===== config.mk =====
export PLATFORM = sky130hd
export DESIGN_NAME = format_spec_parser
export DESIGN_NICKNAME = d
export VERILOG_FILES = /design/src/fsp_pkg.sv /design/src/fsp_step.sv /design/src/format_spec_parser.sv
export SDC_FILE = /design/constraint.sdc
export NUM_CORES = 1
export LEC_CHECK = 0
export BUFFER_PORTS_ARGS = -buffer_cell sky130_fd_sc_hd__buf_2
export CAP_MARGIN = 5
export CORE_MARGIN = 3
export CORE_UTILIZATION = 45
export DETAILED_ROUTE_END_ITERATION = 12
export HOLD_SLACK_MARGIN = 0.08
export PLACE_DENSITY = 0.73
export SETUP_SLACK_MARGIN = 0.4
export SLEW_MARGIN = 0
export SYNTH_ARGS = -nofsm -noshare
export SYNTH_HDL_FRONTEND = slang
export SYNTH_HIERARCHICAL = 1
export SYNTH_SLANG_ARGS = --single-unit

===== constraint.sdc =====
create_clock -name clk -period 11.55 [get_ports clk]
set_input_delay 0.5775 -clock clk [delete_from_list [all_inputs] [get_ports clk]]
set_output_delay 0.5775 -clock clk [all_outputs]
set_load 0.05 [all_outputs]

===== src/fsp_pkg.sv =====
// ----------------------------------------------------------------------------
// fsp_pkg
// Types, character codes and helpers shared by the format spec parser.
// ----------------------------------------------------------------------------
package fsp_pkg;

    // accumulator widths before clamping to the output field widths
    localparam int NUM_BITS   = 16;
    localparam int COUNT_BITS = 8;

    localparam int NUM_W = (NUM_BITS < 16) ? NUM_BITS : 16;
    localparam int CNT_W = (COUNT_BITS < 8) ? COUNT_BITS : 8;

    localparam logic [NUM_W-1:0] NUM_MAX = '1;
    localparam logic [CNT_W-1:0] CNT_MAX = '1;

    localparam int NUM_FLAGS = 5;

    // flag slots
    localparam int FLAG_LEFT  = 0;
    localparam int FLAG_ZERO  = 1;
    localparam int FLAG_SIGN  = 2;
    localparam int FLAG_SPACE = 3;
    localparam int FLAG_ALT   = 4;

    localparam logic [7:0] CH_PERCENT = 8'h25;
    localparam logic [7:0] CH_MINUS   = 8'h2d;
    localparam logic [7:0] CH_ZERO    = 8'h30;
    localparam logic [7:0] CH_NINE    = 8'h39;
    localparam logic [7:0] CH_PLUS    = 8'h2b;
    localparam logic [7:0] CH_SPACE   = 8'h20;
    localparam logic [7:0] CH_HASH    = 8'h23;
    localparam logic [7:0] CH_DOT     = 8'h2e;

    localparam logic [7:0]  TYPE_NONE    = 8'h00;
    localparam logic [16:0] PREC_ABSENT  = 17'h1ffff;

    typedef enum logic [1:0] {
        PH_IDLE,
        PH_FLAGS,
        PH_WIDTH,
        PH_PREC
    } phase_t;

    typedef struct packed {
        phase_t                             phase;
        logic [NUM_FLAGS-1:0][CNT_W-1:0]    flag_cnt;
        logic [NUM_W-1:0]                   width_acc;
        logic                               prec_seen;
        logic [NUM_W-1:0]                   prec_acc;
        logic [CNT_W-1:0]                   length_acc;
    } spec_state_t;

    typedef struct packed {
        logic [7:0]         conv_type;
        logic [7:0]         left_count;
        logic [7:0]         zero_count;
        logic [7:0]         sign_count;
        logic [7:0]         space_count;
        logic [7:0]         alt_count;
        logic [15:0]        field_width;
        logic signed [16:0] precision;
        logic [7:0]         spec_length;
        logic               ended_early;
    } spec_result_t;

    localparam spec_state_t SPEC_CLEAR = '{
        phase:      PH_IDLE,
        flag_cnt:   '0,
        width_acc:  '0,
        prec_seen:  1'b0,
        prec_acc:   '0,
        length_acc: '0
    };

    function automatic logic [CNT_W-1:0] sat_inc(input logic [CNT_W-1:0] v);
        sat_inc = (v != CNT_MAX) ? v + 1'b1 : v;
    endfunction

    // acc * 10 + d as shifts and adds, clamped to the maximum
    function automatic logic [NUM_W-1:0] add_digit(input logic [NUM_W-1:0] acc,
                                                  input logic [3:0] d);
        logic [NUM_W+3:0] ext;
        logic [NUM_W+3:0] n;
        ext = (NUM_W+4)'(acc);
        n   = (ext << 3) + (ext << 1) + (NUM_W+4)'(d);
        add_digit = (n > (NUM_W+4)'(NUM_MAX)) ? NUM_MAX : n[NUM_W-1:0];
    endfunction

endpackage


===== src/fsp_step.sv =====
// ----------------------------------------------------------------------------
// fsp_step
// Next-state and result logic for one byte of the format string.
// ----------------------------------------------------------------------------
module fsp_step
    import fsp_pkg::*;
(
    input  spec_state_t  state,
    input  logic [7:0]   char_in,
    input  logic         is_final,
    output spec_state_t  state_next,
    output logic         emit,
    output spec_result_t result
);

    spec_state_t work;
    logic        is_digit;
    logic        is_flag;
    int unsigned flag_idx;
    logic [7:0]  res_type;
    logic        res_early;

    always_comb
    begin
        is_digit = char_in inside {[CH_ZERO:CH_NINE]};
        is_flag  = 1'b1;
        flag_idx = FLAG_LEFT;
        case (char_in)
            CH_MINUS: flag_idx = FLAG_LEFT;
            CH_ZERO:  flag_idx = FLAG_ZERO;
            CH_PLUS:  flag_idx = FLAG_SIGN;
            CH_SPACE: flag_idx = FLAG_SPACE;
            CH_HASH:  flag_idx = FLAG_ALT;
            default:  is_flag = 1'b0;
        endcase
    end

    always_comb
    begin
        work       = state;
        emit       = 1'b0;
        res_type   = TYPE_NONE;
        res_early  = 1'b0;
        state_next = state;

        if (state.phase == PH_IDLE) begin
            if (char_in == CH_PERCENT) begin
                work            = SPEC_CLEAR;
                work.length_acc = CNT_W'(1);
                work.phase      = PH_FLAGS;
            end
        end else begin
            work.length_acc = sat_inc(state.length_acc);
            if (state.phase == PH_FLAGS && is_flag) begin
                work.flag_cnt[flag_idx[2:0]] = sat_inc(state.flag_cnt[flag_idx[2:0]]);
            end else if (state.phase != PH_PREC && is_digit) begin
                work.width_acc = add_digit(state.width_acc, char_in[3:0]);
                work.phase     = PH_WIDTH;
            end else if (state.phase != PH_PREC && char_in == CH_DOT) begin
                work.prec_seen = 1'b1;
                work.prec_acc  = '0;
                work.phase     = PH_PREC;
            end else if (state.phase == PH_PREC && is_digit) begin
                work.prec_acc = add_digit(state.prec_acc, char_in[3:0]);
            end else begin
                // any other byte closes the spec as its type
                emit     = 1'b1;
                res_type = char_in;
            end
        end

        // string ends with the spec still open
        if (!emit && is_final && work.phase != PH_IDLE) begin
            emit      = 1'b1;
            res_early = 1'b1;
        end

        if (emit || is_final)
            state_next = SPEC_CLEAR;
        else
            state_next = work;
    end

    always_comb
    begin
        result.conv_type   = res_type;
        result.left_count  = 8'(work.flag_cnt[FLAG_LEFT]);
        result.zero_count  = 8'(work.flag_cnt[FLAG_ZERO]);
        result.sign_count  = 8'(work.flag_cnt[FLAG_SIGN]);
        result.space_count = 8'(work.flag_cnt[FLAG_SPACE]);
        result.alt_count   = 8'(work.flag_cnt[FLAG_ALT]);
        result.field_width = 16'(work.width_acc);
        result.precision   = work.prec_seen ? 17'(work.prec_acc) : PREC_ABSENT;
        result.spec_length = 8'(work.length_acc);
        result.ended_early = res_early;
    end

endmodule


===== src/format_spec_parser.sv =====
// ----------------------------------------------------------------------------
// format_spec_parser
// Parses printf-style format specs from a byte stream.
// ----------------------------------------------------------------------------
// Input channel s_*: one byte of the format string per item, s_tlast marks
// the last byte of the string. Output channel m_*: one item per spec, sent
// when its type byte arrives or when the string ends inside an open spec
// (then the type is zero and m_tuser is set).
// A byte is first held in the input register; when it advances, the parser
// state and the result register update together, so a result is shown in
// the cycle after its byte advances. One byte per cycle is sustained while
// the output is not stalled, as the parser state register takes every byte;
// it holds the flag counts, width, precision and length of the open spec.
// Reset empties both registers and leaves the parser outside any spec.
// When m_tready is low a waiting result holds, one more byte can still be taken
// into the input register and s_tready then drops until the result leaves.
// ----------------------------------------------------------------------------
module format_spec_parser
    import fsp_pkg::*;
(
    input  logic        clk,
    input  logic        rst_n,

    input  logic        s_tvalid,
    output logic        s_tready,
    input  logic [7:0]  s_tdata,   // char_in [7:0]
    input  logic        s_tlast,   // is_final

    output logic        m_tvalid,
    input  logic        m_tready,
    // conv_type [7:0], left_count [15:8], zero_count [23:16], sign_count [31:24],
    // space_count [39:32], alt_count [47:40], field_width [63:48],
    // precision [80:64], spec_length [88:81], zero fill [95:89]
    output logic [95:0] m_tdata,
    output logic        m_tuser    // ended_early
);

    logic         in_valid_reg;
    logic [7:0]   char_reg;
    logic         final_reg;

    spec_state_t  state_reg;
    spec_state_t  state_next;

    logic         out_valid_reg;
    spec_result_t result_reg;
    spec_result_t result_next;
    logic         emit;

    logic         advance;

    assign advance  = in_valid_reg && (!out_valid_reg || m_tready);
    assign s_tready = !in_valid_reg || advance;

    fsp_step u_step (
        .state      (state_reg),
        .char_in    (char_reg),
        .is_final   (final_reg),
        .state_next (state_next),
        .emit       (emit),
        .result     (result_next)
    );

    always_ff @(posedge clk or negedge rst_n)
    begin
        if (!rst_n) begin
            in_valid_reg <= 1'b0;
        end else if (s_tready) begin
            in_valid_reg <= s_tvalid;
        end
    end

    always_ff @(posedge clk)
    begin
        if (s_tvalid && s_tready) begin
            char_reg  <= s_tdata;
            final_reg <= s_tlast;
        end
    end

    always_ff @(posedge clk or negedge rst_n)
    begin
        if (!rst_n) begin
            state_reg     <= SPEC_CLEAR;
            out_valid_reg <= 1'b0;
        end else begin
            if (advance) begin
                state_reg     <= state_next;
                out_valid_reg <= emit;
            end else if (m_tready) begin
                out_valid_reg <= 1'b0;
            end
        end
    end

    always_ff @(posedge clk)
    begin
        if (advance && emit)
            result_reg <= result_next;
    end

    assign m_tvalid = out_valid_reg;
    assign m_tuser  = result_reg.ended_early;
    assign m_tdata  = {7'b0,
                       result_reg.spec_length,
                       result_reg.precision,
                       result_reg.field_width,
                       result_reg.alt_count,
                       result_reg.space_count,
                       result_reg.sign_count,
                       result_reg.zero_count,
                       result_reg.left_count,
                       result_reg.conv_type};

endmodule

=== Word-level counts from Yosys, hierarchy flattened ===
Index checks and enable logic that the tools add are counted.

* Muxes and demuxes: 34
* $add $sub $neg: 6
* Equal/unequal tests: 12
* Order comparisons: 6
* Reduce and logical (&&, ||, !) cells: 22

{| class="wikitable"
|+ Operators by type and width
! cell !! number
|-
| two-way mux 83 bit || 3
|-
| two-way mux 16 bit || 5
|-
| equality test 8 x 6 -> 1 bit, second input constant || 7
|-
| adder 19 x 17 -> 20 bit || 2
|-
| adder 20 x 4 -> 20 bit || 2
|-
| bitwise mux 40 bit || 1
|-
| > comparator 20 x 16 -> 1 bit, second input constant || 2
|-
| two-way mux 40 bit || 1
|-
| two-way mux 17 bit || 2
|-
| two-way mux 33 bit || 1
|-
| two-way mux 8 bit || 4
|-
| binary-select mux 8 bit (select 3 bit) || 1
|-
| demux 8 bit (select 3 bit) || 1
|-
| adder 8 x 1 -> 8 bit, second input constant || 2
|-
| inequality test 8 bit, second input constant || 2
|-
| one-hot mux 3 bit (4 select lines) || 1
|-
| logical AND 1 bit || 11
|-
| two-way mux 1 bit || 11
|-
| OR reduction 5 bit || 2
|-
| >= comparator 8 x 6 -> 1 bit, second input constant || 1
|-
| <= comparator 8 x 6 -> 1 bit, second input constant || 1
|-
| two-way mux 2 bit || 3
|-
| less-than comparator 3 x 4 -> 1 bit, second input constant || 1
|-
| nonzero test 2 bit || 2
|-
| 7 further kinds || 11
|}

* Word-level logic and storage cells: 105
* Register bits: 184
* Input port bits: 13
* Output and inout port bits: 99

=== Logic depth before layout (Yosys ltp) ===
Gate-level depths: netlist of run 1.

* Depth after elaboration: 14
* Mapped depth: 16
* Mapped depth without buffers: 13

=== Hierarchy ===
Netlist of run 1, hierarchy kept.

{| class="wikitable"
|+ Modules (own cells, without submodules)
! module !! cells an instance !! area an instance (um^2) !! seq. area each (um^2) !! instances
|-
| format_spec_parser || 293 || 6,578.8 || 5,099.9 || 1
|-
| fsp_step || 813 || 5,187.5 || 0.0 || 1
|}

=== Least setup slack after synthesis of run 1 ===
OpenSTA, ideal clock, no wires.

* Kind: flip-flop to flip-flop
* Start point: register char_reg[6]
* End point: register result_reg, in the netlist m_tdata[0] (enable)
* Path slack: 5.694 ns
* Cell stages (with the launch flop): 9
* Setup time: 0.539 ns
* Arrival: 5.317 ns
* Data required time: 11.011 ns
* Cells stage by stage: edfxtp_1 > nor3b_1 > buf_2 > nand3_1 > o21ai_0 > nand2_1 > o21ai_0 > nand2_1 > nor2_1

* Word-level cells in the longest chain between the ends: 13
* Elaborated cells between the ends (all ways): 32
* Classes of those cells: 2 x order compare; 7 x eq/ne; 12 x mux; 11 x reduce/logical

{| class="wikitable"
|+ Ends and longest elaborated chain
! element !! RTL line !! text
|-
| from (decl) || format_spec_parser.sv:39 || <nowiki>logic [7:0] char_reg;</nowiki>
|-
| from (signal assigned) || format_spec_parser.sv:76 || <nowiki>char_reg <= s_tdata;</nowiki>
|-
| >= comparator 8 x 6 -> 1 bit or <= comparator 8 x 6 -> 1 bit (tied branches) || fsp_step.sv:25 || <nowiki>is_digit = char_in inside {[CH_ZERO:CH_NINE]};</nowiki>
|-
| logical AND 1 bit || fsp_step.sv:25 ||
|-
| logical AND 1 bit || fsp_step.sv:63 || <nowiki>end else if (state.phase == PH_PREC && is_digit) begin</nowiki>
|-
| two-way mux 1 bit || fsp_step.sv:63 ||
|-
| two-way mux 1 bit || fsp_step.sv:59 || <nowiki>end else if (state.phase != PH_PREC && char_in == CH_DOT) begin</nowiki>
|-
| two-way mux 1 bit || fsp_step.sv:56 || <nowiki>end else if (state.phase != PH_PREC && is_digit) begin</nowiki>
|-
| two-way mux 1 bit || fsp_step.sv:54 || <nowiki>if (state.phase == PH_FLAGS && is_flag) begin</nowiki>
|-
| two-way mux 1 bit || fsp_step.sv:46 || <nowiki>if (state.phase == PH_IDLE) begin</nowiki>
|-
| zero test 1 bit || fsp_step.sv:73 || <nowiki>if (!emit && is_final && work.phase != PH_IDLE) begin</nowiki>
|-
| logical AND 1 bit (2 in a row) || fsp_step.sv:73 ||
|-
| two-way mux 1 bit (*) || fsp_step.sv:73 ||
|-
| via emit || format_spec_parser.sv:48 || <nowiki>logic emit;</nowiki>
|-
| logical AND 1 bit (*) || format_spec_parser.sv:98 || <nowiki>if (advance && emit)</nowiki>
|-
| to (signal assigned) || format_spec_parser.sv:99 || <nowiki>result_reg <= result_next;</nowiki>
|-
| to (decl) || format_spec_parser.sv:46 || <nowiki>spec_result_t result_reg;</nowiki>
|}

Mark *: on every way through the listed nets, which the timed path passes. The rest lies on a longest branch.
A chain may end at the register's enable or synchronous reset.

==> results of run 1 <==
[metrics by stage]
step	total power [mW]	hold slack, ps	instances	utilization	setup slack [ps]
2_1_floorplan	0.7807	281.9	1112	-	5694
3_3_place_gp	0.7977	489.8	1494	0.4880	7006
3_5_place_dp	0.7991	499.0	1494	0.4880	6847
4_1_cts	1.354	105.8	1526	0.5094	6829
5_1_grt	1.392	114.2	1526	0.5094	6589
6_report	1.344	91.74	1526	0.5094	6769
[worst register-to-register path: cells and delay by family, from the launching register on]
family,cells,cell delay [ps]
compound gates,6,2150
mux,1,280
buf+inv,1,260
simple gates,3,1160
fa+ha+maj,1,390
flops,1,440
[kinds of logic after synthesis]
| kind of cell | share of synthesized area |
|---|---|
| buffers and inverters | 0.04232 |
| AND/OR/NAND/NOR | 0.1495 |
| XOR/XNOR | 0.01946 |
| AO/OA/AOI/OAI | 0.1667 |
| adder cells (fa/ha/maj) | 0.07486 |
| multiplexers | 0.1134 |
| other | 0.0003187 |
| flip-flops | 0.4334 |
[synthesized netlist by cell type (all sizes together) (16+ instances only)]
cell type and n:
nor2 38, nor3 31, a21oi 77, nand3 69, a31oi 23, ha 64
inv 16, dfrtp 85, clkbuf 38, and3 20, nand2 94, o21ai 95
edfxtp 99, mux2 86, a21o 31, buf 30
[per-layer routing]
| metal | share of wire | GRT usage | vias to the layer above |
|---|---|---|---|
| met5 | 0 | 0 | - |
| met3 | 0.062 | 0.03706 | 46 |
| met4 | 0.023 | 0.07577 | 0 |
| li1 | - | - | 4338 |
| met1 | 0.45 | 0.2952 | 4554 |
| met2 | 0.47 | 0.3352 | 373 |
[worst max-delay path by stage]
stage / startpoint / endpoint / cells past startpoint
floorplan: char_reg[6] / m_tdata[0] / 8
global placement: char_reg[3] / state_reg[58] / 12
detailed placement: char_reg[3] / state_reg[58] / 12
CTS: char_reg[3] / state_reg[58] / 12
global route: char_reg[3] / state_reg[58] / 12
finish: char_reg[3] / state_reg[58] / 12
[power breakdown]
group	switching, mW	leakage [nW]	total (mW)	internal (mW)
clock	0.277	0.257	0.558	0.281
sequential	0.00797	2.14	0.701	0.693
combinational	0.0577	3.46	0.0851	0.0274
total	0.343	5.86	1.34	1.00
[area by class of cell]
type / count / area (sq um)
inverters: 16 / 60.06
fillers: 2236 / 12500
multi-input cells: 844 / 6213
clock buffers: 18 / 429.2
clock inverters: 14 / 116.4
repair buffers: 120 / 643.1
flip-flops and latches: 184 / 5100
well taps: 330 / 412.9
==> flow_summary.ini, run 1 <==
[status]
status = complete, no violations

[detailed_routing]
detail-route-antenna-nets = 0
first_iter_violations = 938
viasPerCell = 6.102
firstDrtPassIters = 5
drc = 0
num_vias = 9311
wl_per_cell_microns = 19.69
routed_wl_microns = 30040

[die]
ios = 112
row_count = 58
dieHeight_microns = 167.7
die_area_sq_um = 28120
fp.coreArea_sq_um = 25470
initial_core_util = 0.4619
die_w_microns = 167.7

[clock_network]
post_cts_buffers = 0
cts_sinks = 184
numCtsBuffers = 17
clock_latency_ps = 450
cts.path.max_buffers = 2
htree_levels = 4
ctsResizeCount = 0
ctsHoldBuffers = 0
ctsRootBufferMaster = clkbuf_16
cts_tree = done
clkTransAtPathRegs_ps = 70

[layout]
drive_gt1_frac = 0.2216
stdcell_area_sq_um = 12970
area_delta_synth_final_pct = 10.27
largest_reg_flops = 89
diodes = 0
layout_commonest_cell = buf_2
nets = 1264
final_cell_mix = buf_2, edfxtp_1, nand2_1

[power_and_ir_drop]
power_density_nw_per_um2 = 103.6
peakVddDrop_mv = 0.07796
leakagePower_nw = 5.856

[hold_path]
hp-class = primary input to asynchronous set/reset pin

[grt]
grtUsageTotal = 0.2121
grt_first_pass_wirelength_microns = 48100
antenna_found_initial = 0
grt_pass1_vias = 8703
overflow = 0
grt_max_degree = 52

[yosys]
syn_inst = 1106
synthDistinctLibCells = 80
synth_top_area_cell = edfxtp_1
ys_warn_count = 6
ys.flop_type = edfxtp_1
synth_area_per_cell_sq_um = 10.64
synth_edf_count = 99
ys_async_sr_fraction = 0.4620
ys_ff_latch = 184
seq_area_frac_synth = 0.4334
syn_area_sq_um = 11770
synth.top_cell.area_share = 0.2527
synth.area.top_cells = edfxtp_1, dfrtp_1, mux2_4, ha_1, o21ai_0

[timing]
finalCritPeriodShare = 0.4140
worst_pin_slew_ps = 1108
setup_viol = 0
fmax_mhz = 209.2
slew_viol_final = 0
setup-tns-final_ps = 0
fin_skew_ps = 13.58
rsz0062_at_grt = no
fin_crit_ps = 4781
finalHoldViolCount = 0
max-slew-margin-rel = 0.2611

[flow_run]
maxCapViolations = 0

[setup_path]
path_cells = buf_4 -> or3_1 -> a211o_1 -> a21oi_1 -> ha_1 -> and3_1 -> a31oi_4 -> or4_4 -> o21ai_1 -> a21o_1 -> a21oi_1 -> mux2_4
path_buf_inv = 1
reg2reg_from = char_reg[3]
cpMostUsedCell = a21oi_1
slowest_stage = a21oi_1
critPathArrivalTime_ps = 5120
r2r_slack_ps = 6770
cpLargestDelayFamily = compound AO/OA/AOI/OAI gates
r2r_end = state_reg[58]
critical_path_class = flip-flop to flip-flop
cp_data_required_time_ps = 11890
reg2regPathDepth = 12
cp_max_fo = 24
crit_path_max_incr_delay_ps = 930
cp-end-kind = flip-flop
critPathLaunchType = flip-flop

[place]
portBuffers = 104
place_area_sq_um = 12430
hpwl_microns = 20810
gp_congestion = 0.9399
(Power assumes the default switching activity.)
==> run 2, diff against run 1 <==
- clock period: 11.55 -> 4.86 ns (I/O delays scaled with it)
==> flow_summary.ini, run 2 (synthesis results as in run 1) <==
[timing]
setup-tns-final_ps = 0
slew_viol_final = 0
fmax_mhz = 241.7
setup_viol = 0
max-slew-margin-rel = 0.3821
fin_crit_ps = 4138
worst_pin_slew_ps = 926.8
finalHoldViolCount = 0
finalCritPeriodShare = 0.8514
hold_slack_ps = 95.16
rsz0062_at_grt = no
fin_skew_ps = 13.63

[grt]
grt_pass1_vias = 9030
antenna_found_initial = 0
grt_first_pass_wirelength_microns = 48130
grt_max_degree = 57
overflow = 0
grtUsageTotal = 0.2110

[place]
place_inst = 1502
portBuffers = 104
hpwl_microns = 20550
gp_congestion = 0.9229

[setup_path]
slowest_stage = edfxtp_1
critical_path_class = flip-flop to flip-flop
cp_data_required_time_ps = 5180
cp-end-kind = flip-flop
path_cells = ha_1 -> ha_1 -> fa_1 -> a211oi_1 -> o21a_1 -> o31ai_2 -> a31oi_1 -> xnor2_1 -> or4_1 -> o21ai_0 -> a21oi_1 -> mux2_4
critPathArrivalTime_ps = 4460
crit_path_max_incr_delay_ps = 650
cp_max_fo = 16
cpMostUsedCell = ha_1
critPathLaunchType = flip-flop

[clock_network]
post_cts_buffers = 0
cts_sinks = 184
clock_latency_ps = 440
clkTransAtPathRegs_ps = 70
htree_levels = 4
ctsRootBufferMaster = clkbuf_16
cts_tree = done
numCtsBuffers = 17
cts.path.max_buffers = 2

[detailed_routing]
wl_per_cell_microns = 19.36
first_iter_violations = 714
detail-route-antenna-nets = 0
drc = 0
viasPerCell = 6.015
firstDrtPassIters = 5
routed_wl_microns = 29910
num_vias = 9293

[layout]
area_delta_synth_final_pct = 12.11
nets = 1283
diodes = 0
layout_commonest_cell = buf_2
largest_reg_flops = 89
final_cell_count_no_fill = 1545
drive_gt1_frac = 0.2272
final_cell_mix = buf_2, edfxtp_1, nand2_1

[power_and_ir_drop]
leakagePower_nw = 5.977
power_mw = 3.271
peakVddDrop_mv = 0.1929
power_density_nw_per_um2 = 248.0

[die]
ios = 112
initial_core_util = 0.4619
row_count = 58
die_area_sq_um = 28120
fp.coreArea_sq_um = 25470
die_w_microns = 167.7
dieHeight_microns = 167.7

[status]
status = complete, no violations

[hold_path]
hp-class = primary input to flip-flop

[flow_run]
maxCapViolations = 0
## run 2: cell types whose count changed in the layout (fill, tap and decap cells not counted), sizes merged
cell	change
buf	+8
bufinv	+1
clkbuf	+3
clkinv	-1
clkinvlp	-2
dlygate4sd3	+11
inv	-1
## run 2: timing repair
item / CTS / global route
endpoints found under the hold margin: 48 / 0
gates resized for setup: 0 / 2
hold buffers: 11 / 0
endpoints found under the setup margin: 0 / 8
## run 2: metal layers
| layer | global-route usage | vias up | share of wire | wire (microns) |
|---|---|---|---|---|
| met5 | 0 | - | 0 | 0 |
| met1 | 0.2875 | 4519 | 0.44 | 13240 |
| met4 | 0.06759 | 0 | 0.023 | 690 |
| met2 | 0.3455 | 372 | 0.48 | 14250 |
| li1 | - | 4360 | - | - |
| met3 | 0.03541 | 42 | 0.058 | 1729 |
## run 2: final cells by class
class                           instances  area, sq um
Sequential cell                       184         5100
Clock inverter                         11        111.4
Fill cell                            2252        12280
Inverter                               16        60.06
Clock buffer                           21        470.5
Timing Repair Buffer                  139        813.3
Multi-Input combinational cell        844         6223
Tap cell                              330        412.9
## run 2: worst paths after layout
path | slack [ps] | cells after the start | from | endpoint
hold / removal | 100 | 3 | m_tready | m_tvalid
min in group asynchronous | 340 | 2 | rst_n | state_reg[54]
setup / recovery | 720 | 12 | char_reg[1] | state_reg[21]
hold reg to reg | 520 | 1 | state_reg[24] | state_reg[24]
setup reg to reg | 720 | 12 | char_reg[1] | state_reg[21]
max in group asynchronous | 3440 | 3 | rst_n | state_reg[60]
## run 2: worst max-delay path, delay by kind of cell (launching register included)
family | cells | cell delay, ps
multiplexers | 1 | 300
AO/OA/AOI/OAI | 6 | 1330
flip-flops | 1 | 650
adder cells (fa/ha/maj) | 3 | 970
AND/OR/NAND/NOR | 1 | 650
XOR/XNOR | 1 | 110
## run 2: report_power, final
group          total, mW  switching (mW)  leakage [nW]  internal (mW)
clock               1.39           0.635         0.281          0.757
sequential          1.66          0.0173          2.14           1.65
combinational      0.215           0.142          3.55         0.0727
total               3.27           0.794          5.98           2.48
## run 2: stage by stage
step / instance area, sq um / util / worst slack [ps]
finish: 13190 / 0.5179 / 722.3
global route: 13190 / 0.5179 / 501.3
CTS: 13180 / 0.5175 / 637.8
detailed placement: 12490 / 0.4903 / 661.2
global placement: 12490 / 0.4903 / 801.5
floorplan: 11790 / - / 516.7
